<file path="src/rtl/core/priority_log_slot_replacement_defines.svh">
// ----------------------------------------------------------------------------
// priority_log_slot_replacement_defines
// Assertion macros shared by the log slot table RTL.
// ----------------------------------------------------------------------------
`ifndef PRIORITY_LOG_SLOT_REPLACEMENT_DEFINES_SVH
`define PRIORITY_LOG_SLOT_REPLACEMENT_DEFINES_SVH

// consequent checked in the same cycle as the antecedent
`define PLSR_ASSERT_SAME(label, clk, rst_n, ante, cons) \
    label: assert property (@(posedge clk) disable iff (!(rst_n)) (ante) |-> (cons)) \
        else $error("plsr: same-cycle check failed");

// consequent checked in the cycle after the antecedent
`define PLSR_ASSERT_NEXT(label, clk, rst_n, ante, cons) \
    label: assert property (@(posedge clk) disable iff (!(rst_n)) (ante) |=> (cons)) \
        else $error("plsr: next-cycle check failed");

`endif

</file>
<file path="src/rtl/core/plsr_pkg.sv">
// ----------------------------------------------------------------------------
// plsr_pkg
// Sizes, item types and back-end states of the log slot table.
// ----------------------------------------------------------------------------
`default_nettype none

package plsr_pkg;

    // table geometry
    localparam int SLOTS  = 16;
    localparam int SLOT_W = $clog2(SLOTS);
    localparam int CNT_W  = $clog2(SLOTS + 1);

    // field widths
    localparam int CAT_W      = 4;
    localparam int STAMP_W    = 64;
    localparam int LINE_W     = 24;
    localparam int REF_W      = 32;
    localparam int PID_W      = 8;
    localparam int SRC_W      = 9;
    localparam int SLOT_OUT_W = 4;
    localparam int FILL_OUT_W = 5;

    // front to back queue
    localparam int QUEUE_DEPTH = 2;
    localparam int QPTR_W      = $clog2(QUEUE_DEPTH);
    localparam int QCNT_W      = $clog2(QUEUE_DEPTH + 1);

    // source tag for events logged from an interrupt
    localparam logic [SRC_W-1:0]   ISR_TAG   = 9'h100;
    // a zero stamp is stored as this
    localparam logic [STAMP_W-1:0] STAMP_MIN = 64'd1;

    // per-entry data that rides along with the entry
    typedef struct packed {
        logic [LINE_W-1:0] line;
        logic [REF_W-1:0]  func;
        logic [REF_W-1:0]  msg;
        logic [SRC_W-1:0]  source;
    } t_entry_data;

    // classified item handed from front to back
    typedef struct packed {
        logic [CAT_W-1:0]   category;
        logic [STAMP_W-1:0] stamp;
        t_entry_data        data;
    } t_job;

    typedef enum logic [1:0] {
        BK_IDLE,
        BK_SCAN,
        BK_WRITE
    } t_back_state;

    typedef struct packed {
        logic             busy;
        logic [CNT_W-1:0] fill;
    } t_back_status;

endpackage

`default_nettype wire

</file>
<file path="src/rtl/core/plsr_event_if.sv">
// ----------------------------------------------------------------------------
// plsr_event_if
// Log event channel: valid/ready handshake with the event fields.
// ----------------------------------------------------------------------------
`default_nettype none

interface plsr_event_if import plsr_pkg::*; ();

    logic               valid;
    logic               ready;
    logic [CAT_W-1:0]   category;
    logic [STAMP_W-1:0] stamp;
    logic [LINE_W-1:0]  line_number;
    logic [REF_W-1:0]   function_ref;
    logic [REF_W-1:0]   message_ref;
    logic [PID_W-1:0]   process_id;
    logic               from_interrupt;

    modport source (
        output valid, category, stamp, line_number, function_ref, message_ref,
               process_id, from_interrupt,
        input  ready
    );

    modport sink (
        input  valid, category, stamp, line_number, function_ref, message_ref,
               process_id, from_interrupt,
        output ready
    );

endinterface

`default_nettype wire

</file>
<file path="src/rtl/core/plsr_result_if.sv">
// ----------------------------------------------------------------------------
// plsr_result_if
// Result channel: valid/ready handshake with slot, fill count and replace flag.
// ----------------------------------------------------------------------------
`default_nettype none

interface plsr_result_if import plsr_pkg::*; ();

    logic                  valid;
    logic                  ready;
    logic [SLOT_OUT_W-1:0] slot;
    logic [FILL_OUT_W-1:0] fill_count;
    logic                  replaced;

    modport source (
        output valid, slot, fill_count, replaced,
        input  ready
    );

    modport sink (
        input  valid, slot, fill_count, replaced,
        output ready
    );

endinterface

`default_nettype wire

</file>
<file path="src/rtl/core/plsr_front.sv">
// ----------------------------------------------------------------------------
// plsr_front
// Accepts log events and turns them into table jobs: zero stamps become one
// and the process id or the interrupt tag becomes the source field.
// ----------------------------------------------------------------------------
`default_nettype none

module plsr_front import plsr_pkg::*; (
    plsr_event_if.sink i_ev,
    output logic       o_push_valid,
    input  logic       i_push_ready,
    output t_job       o_push_job
);

    // handshake passes straight to the queue
    assign o_push_valid = i_ev.valid;
    assign i_ev.ready   = i_push_ready;

    // classify the event
    always_comb begin
        o_push_job.category    = i_ev.category;
        o_push_job.stamp       = (i_ev.stamp == '0) ? STAMP_MIN : i_ev.stamp;
        o_push_job.data.line   = i_ev.line_number;
        o_push_job.data.func   = i_ev.function_ref;
        o_push_job.data.msg    = i_ev.message_ref;
        o_push_job.data.source = i_ev.from_interrupt ? ISR_TAG
                                                     : {1'b0, i_ev.process_id};
    end

endmodule

`default_nettype wire

</file>
<file path="src/rtl/core/plsr_queue.sv">
// ----------------------------------------------------------------------------
// plsr_queue
// Short job queue between the front and the back so each side stalls alone.
// ----------------------------------------------------------------------------
`default_nettype none

module plsr_queue import plsr_pkg::*; (
    input  logic i_clk,
    input  logic i_rst_n,
    input  logic i_push_valid,
    output logic o_push_ready,
    input  t_job i_push_job,
    output logic o_pop_valid,
    input  logic i_pop_ready,
    output t_job o_pop_job
);

    t_job              r_entries [QUEUE_DEPTH];
    logic [QPTR_W-1:0] r_wr_ptr;
    logic [QPTR_W-1:0] r_rd_ptr;
    logic [QCNT_W-1:0] r_count;
    logic              w_push;
    logic              w_pop;

    assign o_push_ready = (r_count != QCNT_W'(QUEUE_DEPTH));
    assign o_pop_valid  = (r_count != '0);
    assign o_pop_job    = r_entries[r_rd_ptr];
    assign w_push       = i_push_valid && o_push_ready;
    assign w_pop        = o_pop_valid && i_pop_ready;

    // pointers and occupancy
    always_ff @(posedge i_clk) begin
        if (!i_rst_n) begin
            r_wr_ptr <= '0;
            r_rd_ptr <= '0;
            r_count  <= '0;
        end else begin
            if (w_push) begin
                r_wr_ptr <= QPTR_W'(r_wr_ptr + 1'b1);
            end
            if (w_pop) begin
                r_rd_ptr <= QPTR_W'(r_rd_ptr + 1'b1);
            end
            if (w_push && !w_pop) begin
                r_count <= QCNT_W'(r_count + 1'b1);
            end else if (w_pop && !w_push) begin
                r_count <= QCNT_W'(r_count - 1'b1);
            end
        end
    end

    // storage
    always_ff @(posedge i_clk) begin
        if (w_push) begin
            r_entries[r_wr_ptr] <= i_push_job;
        end
    end

endmodule

`default_nettype wire

</file>
<file path="src/rtl/core/plsr_back.sv">
// ----------------------------------------------------------------------------
// plsr_back
// Holds the entry table and the fill count. While filling, a job goes to the
// next free slot; once full, it scans one entry a cycle for the victim, then
// writes the entry and loads the result register.
// ----------------------------------------------------------------------------
`default_nettype none

module plsr_back import plsr_pkg::*; (
    input  logic           i_clk,
    input  logic           i_rst_n,
    input  logic           i_q_valid,
    output logic           o_q_ready,
    input  t_job           i_q_job,
    plsr_result_if.source  o_res,
    output t_back_status   o_status
);

    localparam logic [SLOT_W-1:0] LAST_SLOT = SLOT_W'(SLOTS - 1);
    localparam logic [CNT_W-1:0]  FULL_CNT  = CNT_W'(SLOTS);

    // entry table memories
    logic [CAT_W-1:0]   mem_cat   [SLOTS];
    logic [STAMP_W-1:0] mem_stamp [SLOTS];
    t_entry_data        mem_data  [SLOTS];

    t_back_state        r_state;
    t_back_state        n_state;
    t_job               r_job;
    logic [CNT_W-1:0]   r_fill;
    logic [SLOT_W-1:0]  r_slot;
    logic               r_replaced;

    // scan state
    logic               r_issue;
    logic [SLOT_W-1:0]  r_scan_addr;
    logic               r_cmp_valid;
    logic [SLOT_W-1:0]  r_cmp_idx;
    logic [CAT_W-1:0]   r_rd_cat;
    logic [STAMP_W-1:0] r_rd_stamp;
    logic               r_found;
    logic [CAT_W-1:0]   r_best_cat;
    logic [STAMP_W-1:0] r_best_stamp;
    logic [SLOT_W-1:0]  r_victim;

    // result register
    logic                  r_out_valid;
    logic [SLOT_OUT_W-1:0] r_out_slot;
    logic [FILL_OUT_W-1:0] r_out_fill;
    logic                  r_out_replaced;

    logic               w_full;
    logic               w_out_free;
    logic               w_start;
    logic               w_commit;
    logic               w_take;
    logic               w_scan_done;
    logic [CNT_W-1:0]   w_fill_next;

    assign w_full      = (r_fill == FULL_CNT);
    assign w_out_free  = !r_out_valid || o_res.ready;
    assign w_scan_done = r_cmp_valid && (r_cmp_idx == LAST_SLOT);
    assign w_fill_next = w_full ? r_fill : CNT_W'(r_fill + 1'b1);

    // candidate compare: greater category wins, then older stamp, ties keep lower slot
    always_comb begin
        if (r_rd_cat > r_best_cat) begin
            w_take = 1'b1;
        end else if (r_rd_cat == r_best_cat) begin
            w_take = !r_found || (r_rd_stamp < r_best_stamp);
        end else begin
            w_take = 1'b0;
        end
    end

    // next state
    always_comb begin
        n_state = r_state;
        unique case (r_state)
            BK_IDLE: begin
                if (i_q_valid) begin
                    n_state = w_full ? BK_SCAN : BK_WRITE;
                end
            end
            BK_SCAN: begin
                if (w_scan_done) begin
                    n_state = BK_WRITE;
                end
            end
            BK_WRITE: begin
                if (w_out_free) begin
                    n_state = BK_IDLE;
                end
            end
            default: n_state = BK_IDLE;
        endcase
    end

    // state outputs
    always_comb begin
        o_q_ready = 1'b0;
        w_start   = 1'b0;
        w_commit  = 1'b0;
        unique case (r_state)
            BK_IDLE: begin
                o_q_ready = 1'b1;
                w_start   = i_q_valid;
            end
            BK_WRITE: begin
                w_commit = w_out_free;
            end
            default: begin
                o_q_ready = 1'b0;
            end
        endcase
    end

    // control registers
    always_ff @(posedge i_clk) begin
        if (!i_rst_n) begin
            r_state     <= BK_IDLE;
            r_fill      <= '0;
            r_issue     <= 1'b0;
            r_cmp_valid <= 1'b0;
            r_out_valid <= 1'b0;
        end else begin
            r_state <= n_state;
            if (w_commit) begin
                r_fill <= w_fill_next;
            end
            if (w_start) begin
                r_issue     <= w_full;
                r_cmp_valid <= 1'b0;
            end else if (r_state == BK_SCAN) begin
                r_issue     <= r_issue && (r_scan_addr != LAST_SLOT);
                r_cmp_valid <= r_issue;
            end else begin
                r_cmp_valid <= 1'b0;
            end
            if (w_commit) begin
                r_out_valid <= 1'b1;
            end else if (o_res.ready) begin
                r_out_valid <= 1'b0;
            end
        end
    end

    // job, scan and result datapath
    always_ff @(posedge i_clk) begin
        if (w_start) begin
            r_job        <= i_q_job;
            r_slot       <= r_fill[SLOT_W-1:0];
            r_replaced   <= w_full;
            r_scan_addr  <= '0;
            r_found      <= 1'b0;
            r_best_cat   <= i_q_job.category;
            r_best_stamp <= '1;
            r_victim     <= LAST_SLOT;
        end else if (r_state == BK_SCAN) begin
            if (r_issue && (r_scan_addr != LAST_SLOT)) begin
                r_scan_addr <= SLOT_W'(r_scan_addr + 1'b1);
            end
            r_cmp_idx <= r_scan_addr;
            if (r_cmp_valid && w_take) begin
                r_found      <= 1'b1;
                r_best_cat   <= r_rd_cat;
                r_best_stamp <= r_rd_stamp;
                r_victim     <= r_cmp_idx;
            end
            if (w_scan_done) begin
                r_slot <= w_take ? r_cmp_idx : r_victim;
            end
        end
        if (w_commit) begin
            r_out_slot     <= SLOT_OUT_W'(r_slot);
            r_out_fill     <= FILL_OUT_W'(w_fill_next);
            r_out_replaced <= r_replaced;
        end
    end

    // table memories: one write port, one registered read port
    always_ff @(posedge i_clk) begin
        if (w_commit) begin
            mem_cat[r_slot]   <= r_job.category;
            mem_stamp[r_slot] <= r_job.stamp;
            mem_data[r_slot]  <= r_job.data;
        end
        r_rd_cat   <= mem_cat[r_scan_addr];
        r_rd_stamp <= mem_stamp[r_scan_addr];
    end

    assign o_res.valid      = r_out_valid;
    assign o_res.slot       = r_out_slot;
    assign o_res.fill_count = r_out_fill;
    assign o_res.replaced   = r_out_replaced;

    assign o_status.busy = (r_state != BK_IDLE);
    assign o_status.fill = r_fill;

endmodule

`default_nettype wire

</file>
<file path="src/rtl/core/priority_log_slot_replacement.sv">
// ----------------------------------------------------------------------------
// priority_log_slot_replacement
// Log slot table with category-based victim selection once the table is full.
// ----------------------------------------------------------------------------
// Each accepted log event yields one result item. While the table is filling,
// the back end pops an item and then writes it. Once the table is full, the
// victim scan between pop and write reads one entry per cycle through the
// single registered read port of the table memory.
// A two-entry queue lets the event side keep accepting while the back end
// scans, and the result register holds a finished item until it is taken.
// The table needs no clearing pass after reset; entries are only scanned once
// every slot has been written.
`default_nettype none
`include "priority_log_slot_replacement_defines.svh"

module priority_log_slot_replacement import plsr_pkg::*; (
    input  logic           i_clk,
    input  logic           i_rst_n,
    plsr_event_if.sink     i_ev,
    plsr_result_if.source  o_res
);

    logic         w_q_push_valid;
    logic         w_q_push_ready;
    t_job         w_q_push_job;
    logic         w_q_pop_valid;
    logic         w_q_pop_ready;
    t_job         w_q_pop_job;
    t_back_status w_back_status;

    // event classification
    plsr_front u_front (
        .i_ev         (i_ev),
        .o_push_valid (w_q_push_valid),
        .i_push_ready (w_q_push_ready),
        .o_push_job   (w_q_push_job)
    );

    // decoupling queue
    plsr_queue u_queue (
        .i_clk        (i_clk),
        .i_rst_n      (i_rst_n),
        .i_push_valid (w_q_push_valid),
        .o_push_ready (w_q_push_ready),
        .i_push_job   (w_q_push_job),
        .o_pop_valid  (w_q_pop_valid),
        .i_pop_ready  (w_q_pop_ready),
        .o_pop_job    (w_q_pop_job)
    );

    // table update and victim scan
    plsr_back u_back (
        .i_clk     (i_clk),
        .i_rst_n   (i_rst_n),
        .i_q_valid (w_q_pop_valid),
        .o_q_ready (w_q_pop_ready),
        .i_q_job   (w_q_pop_job),
        .o_res     (o_res),
        .o_status  (w_back_status)
    );

    // an accepted item is waiting in the queue on the next cycle
    `PLSR_ASSERT_NEXT(a_push_lands, i_clk, i_rst_n, i_ev.valid && i_ev.ready, w_q_pop_valid)

    // an idle back end picks up a waiting item at once
    `PLSR_ASSERT_NEXT(a_back_picks, i_clk, i_rst_n, w_q_pop_valid && !w_back_status.busy, w_back_status.busy)

    // a replacement only happens with a full table
    `PLSR_ASSERT_SAME(a_replace_full, i_clk, i_rst_n, o_res.valid && o_res.replaced, o_res.fill_count == FILL_OUT_W'(SLOTS))

    // fill count saturates at the table size
    `PLSR_ASSERT_SAME(a_fill_bound, i_clk, i_rst_n, 1'b1, w_back_status.fill <= CNT_W'(SLOTS))

endmodule

`default_nettype wire
</file>
<file path="src/flat_wrapper.sv">
// flat-port wrapper written by rule: the top's interface ports become plain ports
module priority_log_slot_replacement_flat import plsr_pkg::*;
  (i_clk, i_rst_n, i_ev_valid, i_ev_category, i_ev_stamp, i_ev_line_number, i_ev_function_ref, i_ev_message_ref, i_ev_process_id, i_ev_from_interrupt, i_ev_ready, o_res_valid, o_res_slot, o_res_fill_count, o_res_replaced, o_res_ready);
  plsr_event_if i_ev_i ();
  plsr_result_if o_res_i ();
  input  logic i_clk;
  input  logic i_rst_n;
  input wire logic [$bits(i_ev_i.valid)-1:0] i_ev_valid;
  input wire logic [$bits(i_ev_i.category)-1:0] i_ev_category;
  input wire logic [$bits(i_ev_i.stamp)-1:0] i_ev_stamp;
  input wire logic [$bits(i_ev_i.line_number)-1:0] i_ev_line_number;
  input wire logic [$bits(i_ev_i.function_ref)-1:0] i_ev_function_ref;
  input wire logic [$bits(i_ev_i.message_ref)-1:0] i_ev_message_ref;
  input wire logic [$bits(i_ev_i.process_id)-1:0] i_ev_process_id;
  input wire logic [$bits(i_ev_i.from_interrupt)-1:0] i_ev_from_interrupt;
  output wire logic [$bits(i_ev_i.ready)-1:0] i_ev_ready;
  output wire logic [$bits(o_res_i.valid)-1:0] o_res_valid;
  output wire logic [$bits(o_res_i.slot)-1:0] o_res_slot;
  output wire logic [$bits(o_res_i.fill_count)-1:0] o_res_fill_count;
  output wire logic [$bits(o_res_i.replaced)-1:0] o_res_replaced;
  input wire logic [$bits(o_res_i.ready)-1:0] o_res_ready;
  assign i_ev_i.valid = i_ev_valid;
  assign i_ev_i.category = i_ev_category;
  assign i_ev_i.stamp = i_ev_stamp;
  assign i_ev_i.line_number = i_ev_line_number;
  assign i_ev_i.function_ref = i_ev_function_ref;
  assign i_ev_i.message_ref = i_ev_message_ref;
  assign i_ev_i.process_id = i_ev_process_id;
  assign i_ev_i.from_interrupt = i_ev_from_interrupt;
  assign i_ev_ready = i_ev_i.ready;
  assign o_res_valid = o_res_i.valid;
  assign o_res_slot = o_res_i.slot;
  assign o_res_fill_count = o_res_i.fill_count;
  assign o_res_replaced = o_res_i.replaced;
  assign o_res_i.ready = o_res_ready;
  priority_log_slot_replacement u_core (.i_clk(i_clk), .i_rst_n(i_rst_n), .i_ev(i_ev_i), .o_res(o_res_i));
endmodule
</file>
<file path="config.mk">
export PLATFORM = sky130hd
export DESIGN_NAME = priority_log_slot_replacement_flat
export DESIGN_NICKNAME = d
export VERILOG_FILES = /design/src/rtl/core/plsr_pkg.sv /design/src/rtl/core/plsr_event_if.sv /design/src/rtl/core/plsr_result_if.sv /design/src/rtl/core/plsr_front.sv /design/src/rtl/core/plsr_queue.sv /design/src/rtl/core/plsr_back.sv /design/src/rtl/core/priority_log_slot_replacement.sv /design/src/flat_wrapper.sv
export VERILOG_INCLUDE_DIRS = /design/src /design/src/rtl/core
export SDC_FILE = /design/constraint.sdc
export NUM_CORES = 2
export LEC_CHECK = 0
export BUFFER_PORTS_ARGS = -buffer_cell sky130_fd_sc_hd__buf_4
export CORE_ASPECT_RATIO = 1.5
export CORE_MARGIN = 2
export CORE_UTILIZATION = 39
export CTS_BUF_LIST = sky130_fd_sc_hd__clkbuf_16
export DETAILED_ROUTE_END_ITERATION = 8
export PLACE_DENSITY_LB_ADDON = 0.25
export SYNTH_ARGS = -nofsm -noshare
export SYNTH_HDL_FRONTEND = slang
export SYNTH_SLANG_ARGS = --single-unit
</file>
<file path="constraint.sdc">
create_clock -name i_clk -period 12.72 [get_ports i_clk]
set_input_delay 2.544 -clock i_clk [delete_from_list [all_inputs] [get_ports i_clk]]
set_output_delay 2.544 -clock i_clk [all_outputs]
set_load 0.01 [all_outputs]
</file>
==> flow_metrics.env <==
export IMPL_drt_first_pass_iters=5
export IMPL_synth_cells=2584
export IMPL_endpoint_kind="flip-flop"
export IMPL_hold_path_end="u_core.u_back.o_res.replaced"
export IMPL_ctsHoldBuffers=0
export IMPL_multi_input_area_um2=11570
export IMPL_finClkSkew_ns=0.02965
export IMPL_synth_edf_count=1315
export IMPL_place_congestion=0.7508
export IMPL_synth_commonest_cells="edfxtp_1 (1315), mux4_2 (340), dfxtp_1 (156)"
export IMPL_powerDensity_nw_per_um2=184.2
export IMPL_yosys_top_cells_area="edfxtp_1 (72%), mux4_2 (14%), dfxtp_1 (5.7%), ha_1 (1.6%), mux2_2 (1.5%)"
export IMPL_synth_seq_cells=1471
export IMPL_rr_worst_depth=7
export IMPL_drive_above_1_share_pct=27.48
export IMPL_instances_no_fill=4655
export IMPL_required_ns=13.09
export IMPL_p_leak_nw=19.94
export IMPL_hold_start="u_core.u_back.r_replaced"
export IMPL_layout_min_cycle_time_ns=5.601
export IMPL_ys_warn_count=0
export IMPL_crit_type="primary input to flip-flop"
export IMPL_grt_max_degree=98
export IMPL_drtAntennaViolNets=0
export IMPL_relSlewSlack_pct=23.00
export IMPL_rows=168
export IMPL_crit_chain="buf_4, nand2b_1, nand2b_1, inv_1, nand3b_1, nor3_2, buf_4, buf_4"
export IMPL_clk_pin_slew_worst_paths_ns=0.07
export IMPL_dp_cells=4411
export IMPL_period_share_pct=44.03
export IMPL_clock_latency_ns=0.75
export IMPL_tightest_slew_ns=1.145
export IMPL_cts_buffer_depth=3
export IMPL_syn2layout_area_growth_pct=12.89
export IMPL_cts_root_buf="clkbuf_16"
export IMPL_r2r_end="u_core.u_back.mem_stamp[2][54]"
export IMPL_die_w_um=310.6
export IMPL_drt_iter0_drc=2070
export IMPL_fp_dieArea_um2=144100
export IMPL_r2r_start="u_core.u_back.o_res.valid"
export IMPL_r2r_setup_slack_ns=8.58
export IMPL_ys_types=51
export IMPL_fmax_mhz=178.6
export IMPL_num_vias=24880
export IMPL_synth_area_um2=55010
export IMPL_tns_ns=0
export IMPL_die_y_um=464.0
export IMPL_synth_area_per_cell_um2=21.29
export IMPL_cts_made_buffers=135
export IMPL_filler_cell_count=11770
export IMPL_synth_top_cell_by_area="edfxtp_1"
export IMPL_hold_path_depth=0
export IMPL_grt_pass1_wl_um=178100
export IMPL_via_per_inst=5.345
export IMPL_hold_viol=0
export IMPL_cts_sinks=1471
export IMPL_cp_arrival_ns=5.97
export IMPL_worstHoldPathType="flip-flop to flip-flop"
export IMPL_synth_top_cell_area_share_pct=71.78
export IMPL_rsz0062_at_grt="no"
export IMPL_status="finished clean"
export IMPL_post_cts_buffers=0
export IMPL_fin_nets=2918
export IMPL_cts_tree="yes"
export IMPL_crit_path_frequent_cell="buf_4"
export IMPL_synth_fp_nets=2824
export IMPL_ir_drop_mv=0.1172
export IMPL_worstPathMaxFanout=35
export IMPL_grtUsageTotal_pct=17.06
export IMPL_slowest_stage="buf_4"
export IMPL_cts_resized=0
export IMPL_start_util_pct=39.35
export IMPL_worstSetupStartpointType="primary input"
export IMPL_setup_viol=0
export IMPL_synth_main_ff_cell="edfxtp_1"
export IMPL_synth_seq_area_share_pct=77.46
export IMPL_portBuffers=83
export IMPL_final_seq_area_um2=42630
export IMPL_antenna_found_initial=5
export IMPL_grt_overflow=0
export IMPL_slowest_delay_ns=0.76
export IMPL_wl_um=122500
export IMPL_synthArstFlopShare_pct=0
export IMPL_wire_per_inst_um=26.31
export IMPL_max_cap_violations=0
export IMPL_cts_htree_levels=4
export IMPL_hpwl_um=62210
export IMPL_yosysMostFrequentCell="edfxtp_1"
export IMPL_ios=181
export IMPL_report_final_slew_viol_count=0
export IMPL_grt_pass1_vias=26470
export IMPL_coreArea_um2=139800
export IMPL_drc=0
==> report_power, final <==
| part | leakage, nW | internal (mW) | total [mW] | switching, mW |
|---|---|---|---|---|
| registers | 13.2 | 6.22 | 6.70 | 0.488 |
| clock network | 2.19 | 2.21 | 3.93 | 1.72 |
| logic | 4.54 | 0.248 | 0.812 | 0.564 |
==> layout by cell type (no fill, tap or decap), types with 13 or more instances in the layout <==
master and count:
buf_4 130, nand2_1 39, o21ai_0 16, nand4_1 17
mux2_2 72, mux4_2 340, clkbuf_16 144, dfxtp_1 151
a21oi_1 104, clkinv_2 25, nor2_1 19, edfxtp_1 1315
o21ai_1 63, clkinv_1 30, nor2_4 13, inv_1 99
ha_1 71, nor4_1 16
==> final cells by class <==
cell class	instances	area share (%)
multi-input combinational	862	18.63
timing repair buffer	131	1.604
clock buffer	144	5.802
tap	1870	3.768
sequential	1471	68.64
antenna	1	0.004029
clock inverter	99	1.074
inverter	77	0.4735
==> metal layers <==
| metal | wire length, um | track usage, % | vias up |
|---|---|---|---|
| met5 | 0 | 0 | - |
| met2 | 62500 | 29.37 | 689 |
| met1 | 50890 | 22.40 | 13310 |
| met4 | 2474 | 4.531 | 0 |
| li1 | - | - | 10720 |
| met3 | 6615 | 2.860 | 165 |
==> metrics by stage <==
stage	power (mW)	setup slack [ns]	cell area [um2]	utilization [%]	hold WS, ns
floorplan	7.099	4.092	55010	-	0.4003
finish	11.44	7.119	62100	44.43	0.4317
CTS	11.56	7.154	62100	44.43	0.4353
detailed placement	7.637	6.348	57830	41.37	0.4170
global placement	7.540	6.446	57830	41.37	0.4097
global route	11.85	6.893	62100	44.43	0.4473
==> worst max path at each step <==
stage,from,slack [ns],endpoint
after global routing,o_res_ready,6.89,u_core.u_back.mem_stamp[3][36]
after floorplan,o_res_ready,4.09,u_core.u_back.mem_cat[2][0]
final,o_res_ready,7.12,u_core.u_back.mem_stamp[2][54]
after detailed placement,o_res_ready,6.35,u_core.u_back.mem_stamp[2][52]
after global placement,o_res_ready,6.45,u_core.u_back.mem_stamp[2][52]
after CTS,o_res_ready,7.15,u_core.u_back.mem_stamp[3][36]
==> cells by family after synthesis <==
kind of cell / count (synthesis) / share of synthesized area (%)
xor+xnor: 11 / 0.1751
simple gates: 152 / 1.408
mux: 417 / 15.49
compound gates: 211 / 2.079
fa+ha+maj: 71 / 1.615
buf+inv: 251 / 1.776
flops: 1471 / 77.46
==> worst max-delay path, delay by kind of cell <==
| family | cells | cell delay [ns] |
|---|---|---|
| buffers and inverters | 4 | 2.00 |
| and+or+nand+nor | 4 | 1.36 |
==> registers in the layout (all words and copies together) (netlist names), 2 cells and up, named ones only <==
register / cells
u_core.u_back.mem_cat: 64
u_core.u_back.mem_stamp: 1024
u_core.u_back.o_res.fill_count: 5
u_core.u_back.o_res.slot: 4
u_core.u_back.r_best_cat: 4
u_core.u_back.r_best_stamp: 64
u_core.u_back.r_cmp_idx: 4
u_core.u_back.r_fill: 5
u_core.u_back.r_job: 68
u_core.u_back.r_rd_cat: 4
u_core.u_back.r_rd_stamp: 64
u_core.u_back.r_scan_addr: 4
u_core.u_back.r_slot: 4
u_core.u_back.r_state: 2
u_core.u_back.r_victim: 4
u_core.u_queue.r_count: 2
u_core.u_queue.r_entries: 136
Note: power is estimated with default switching activity, not from simulation.
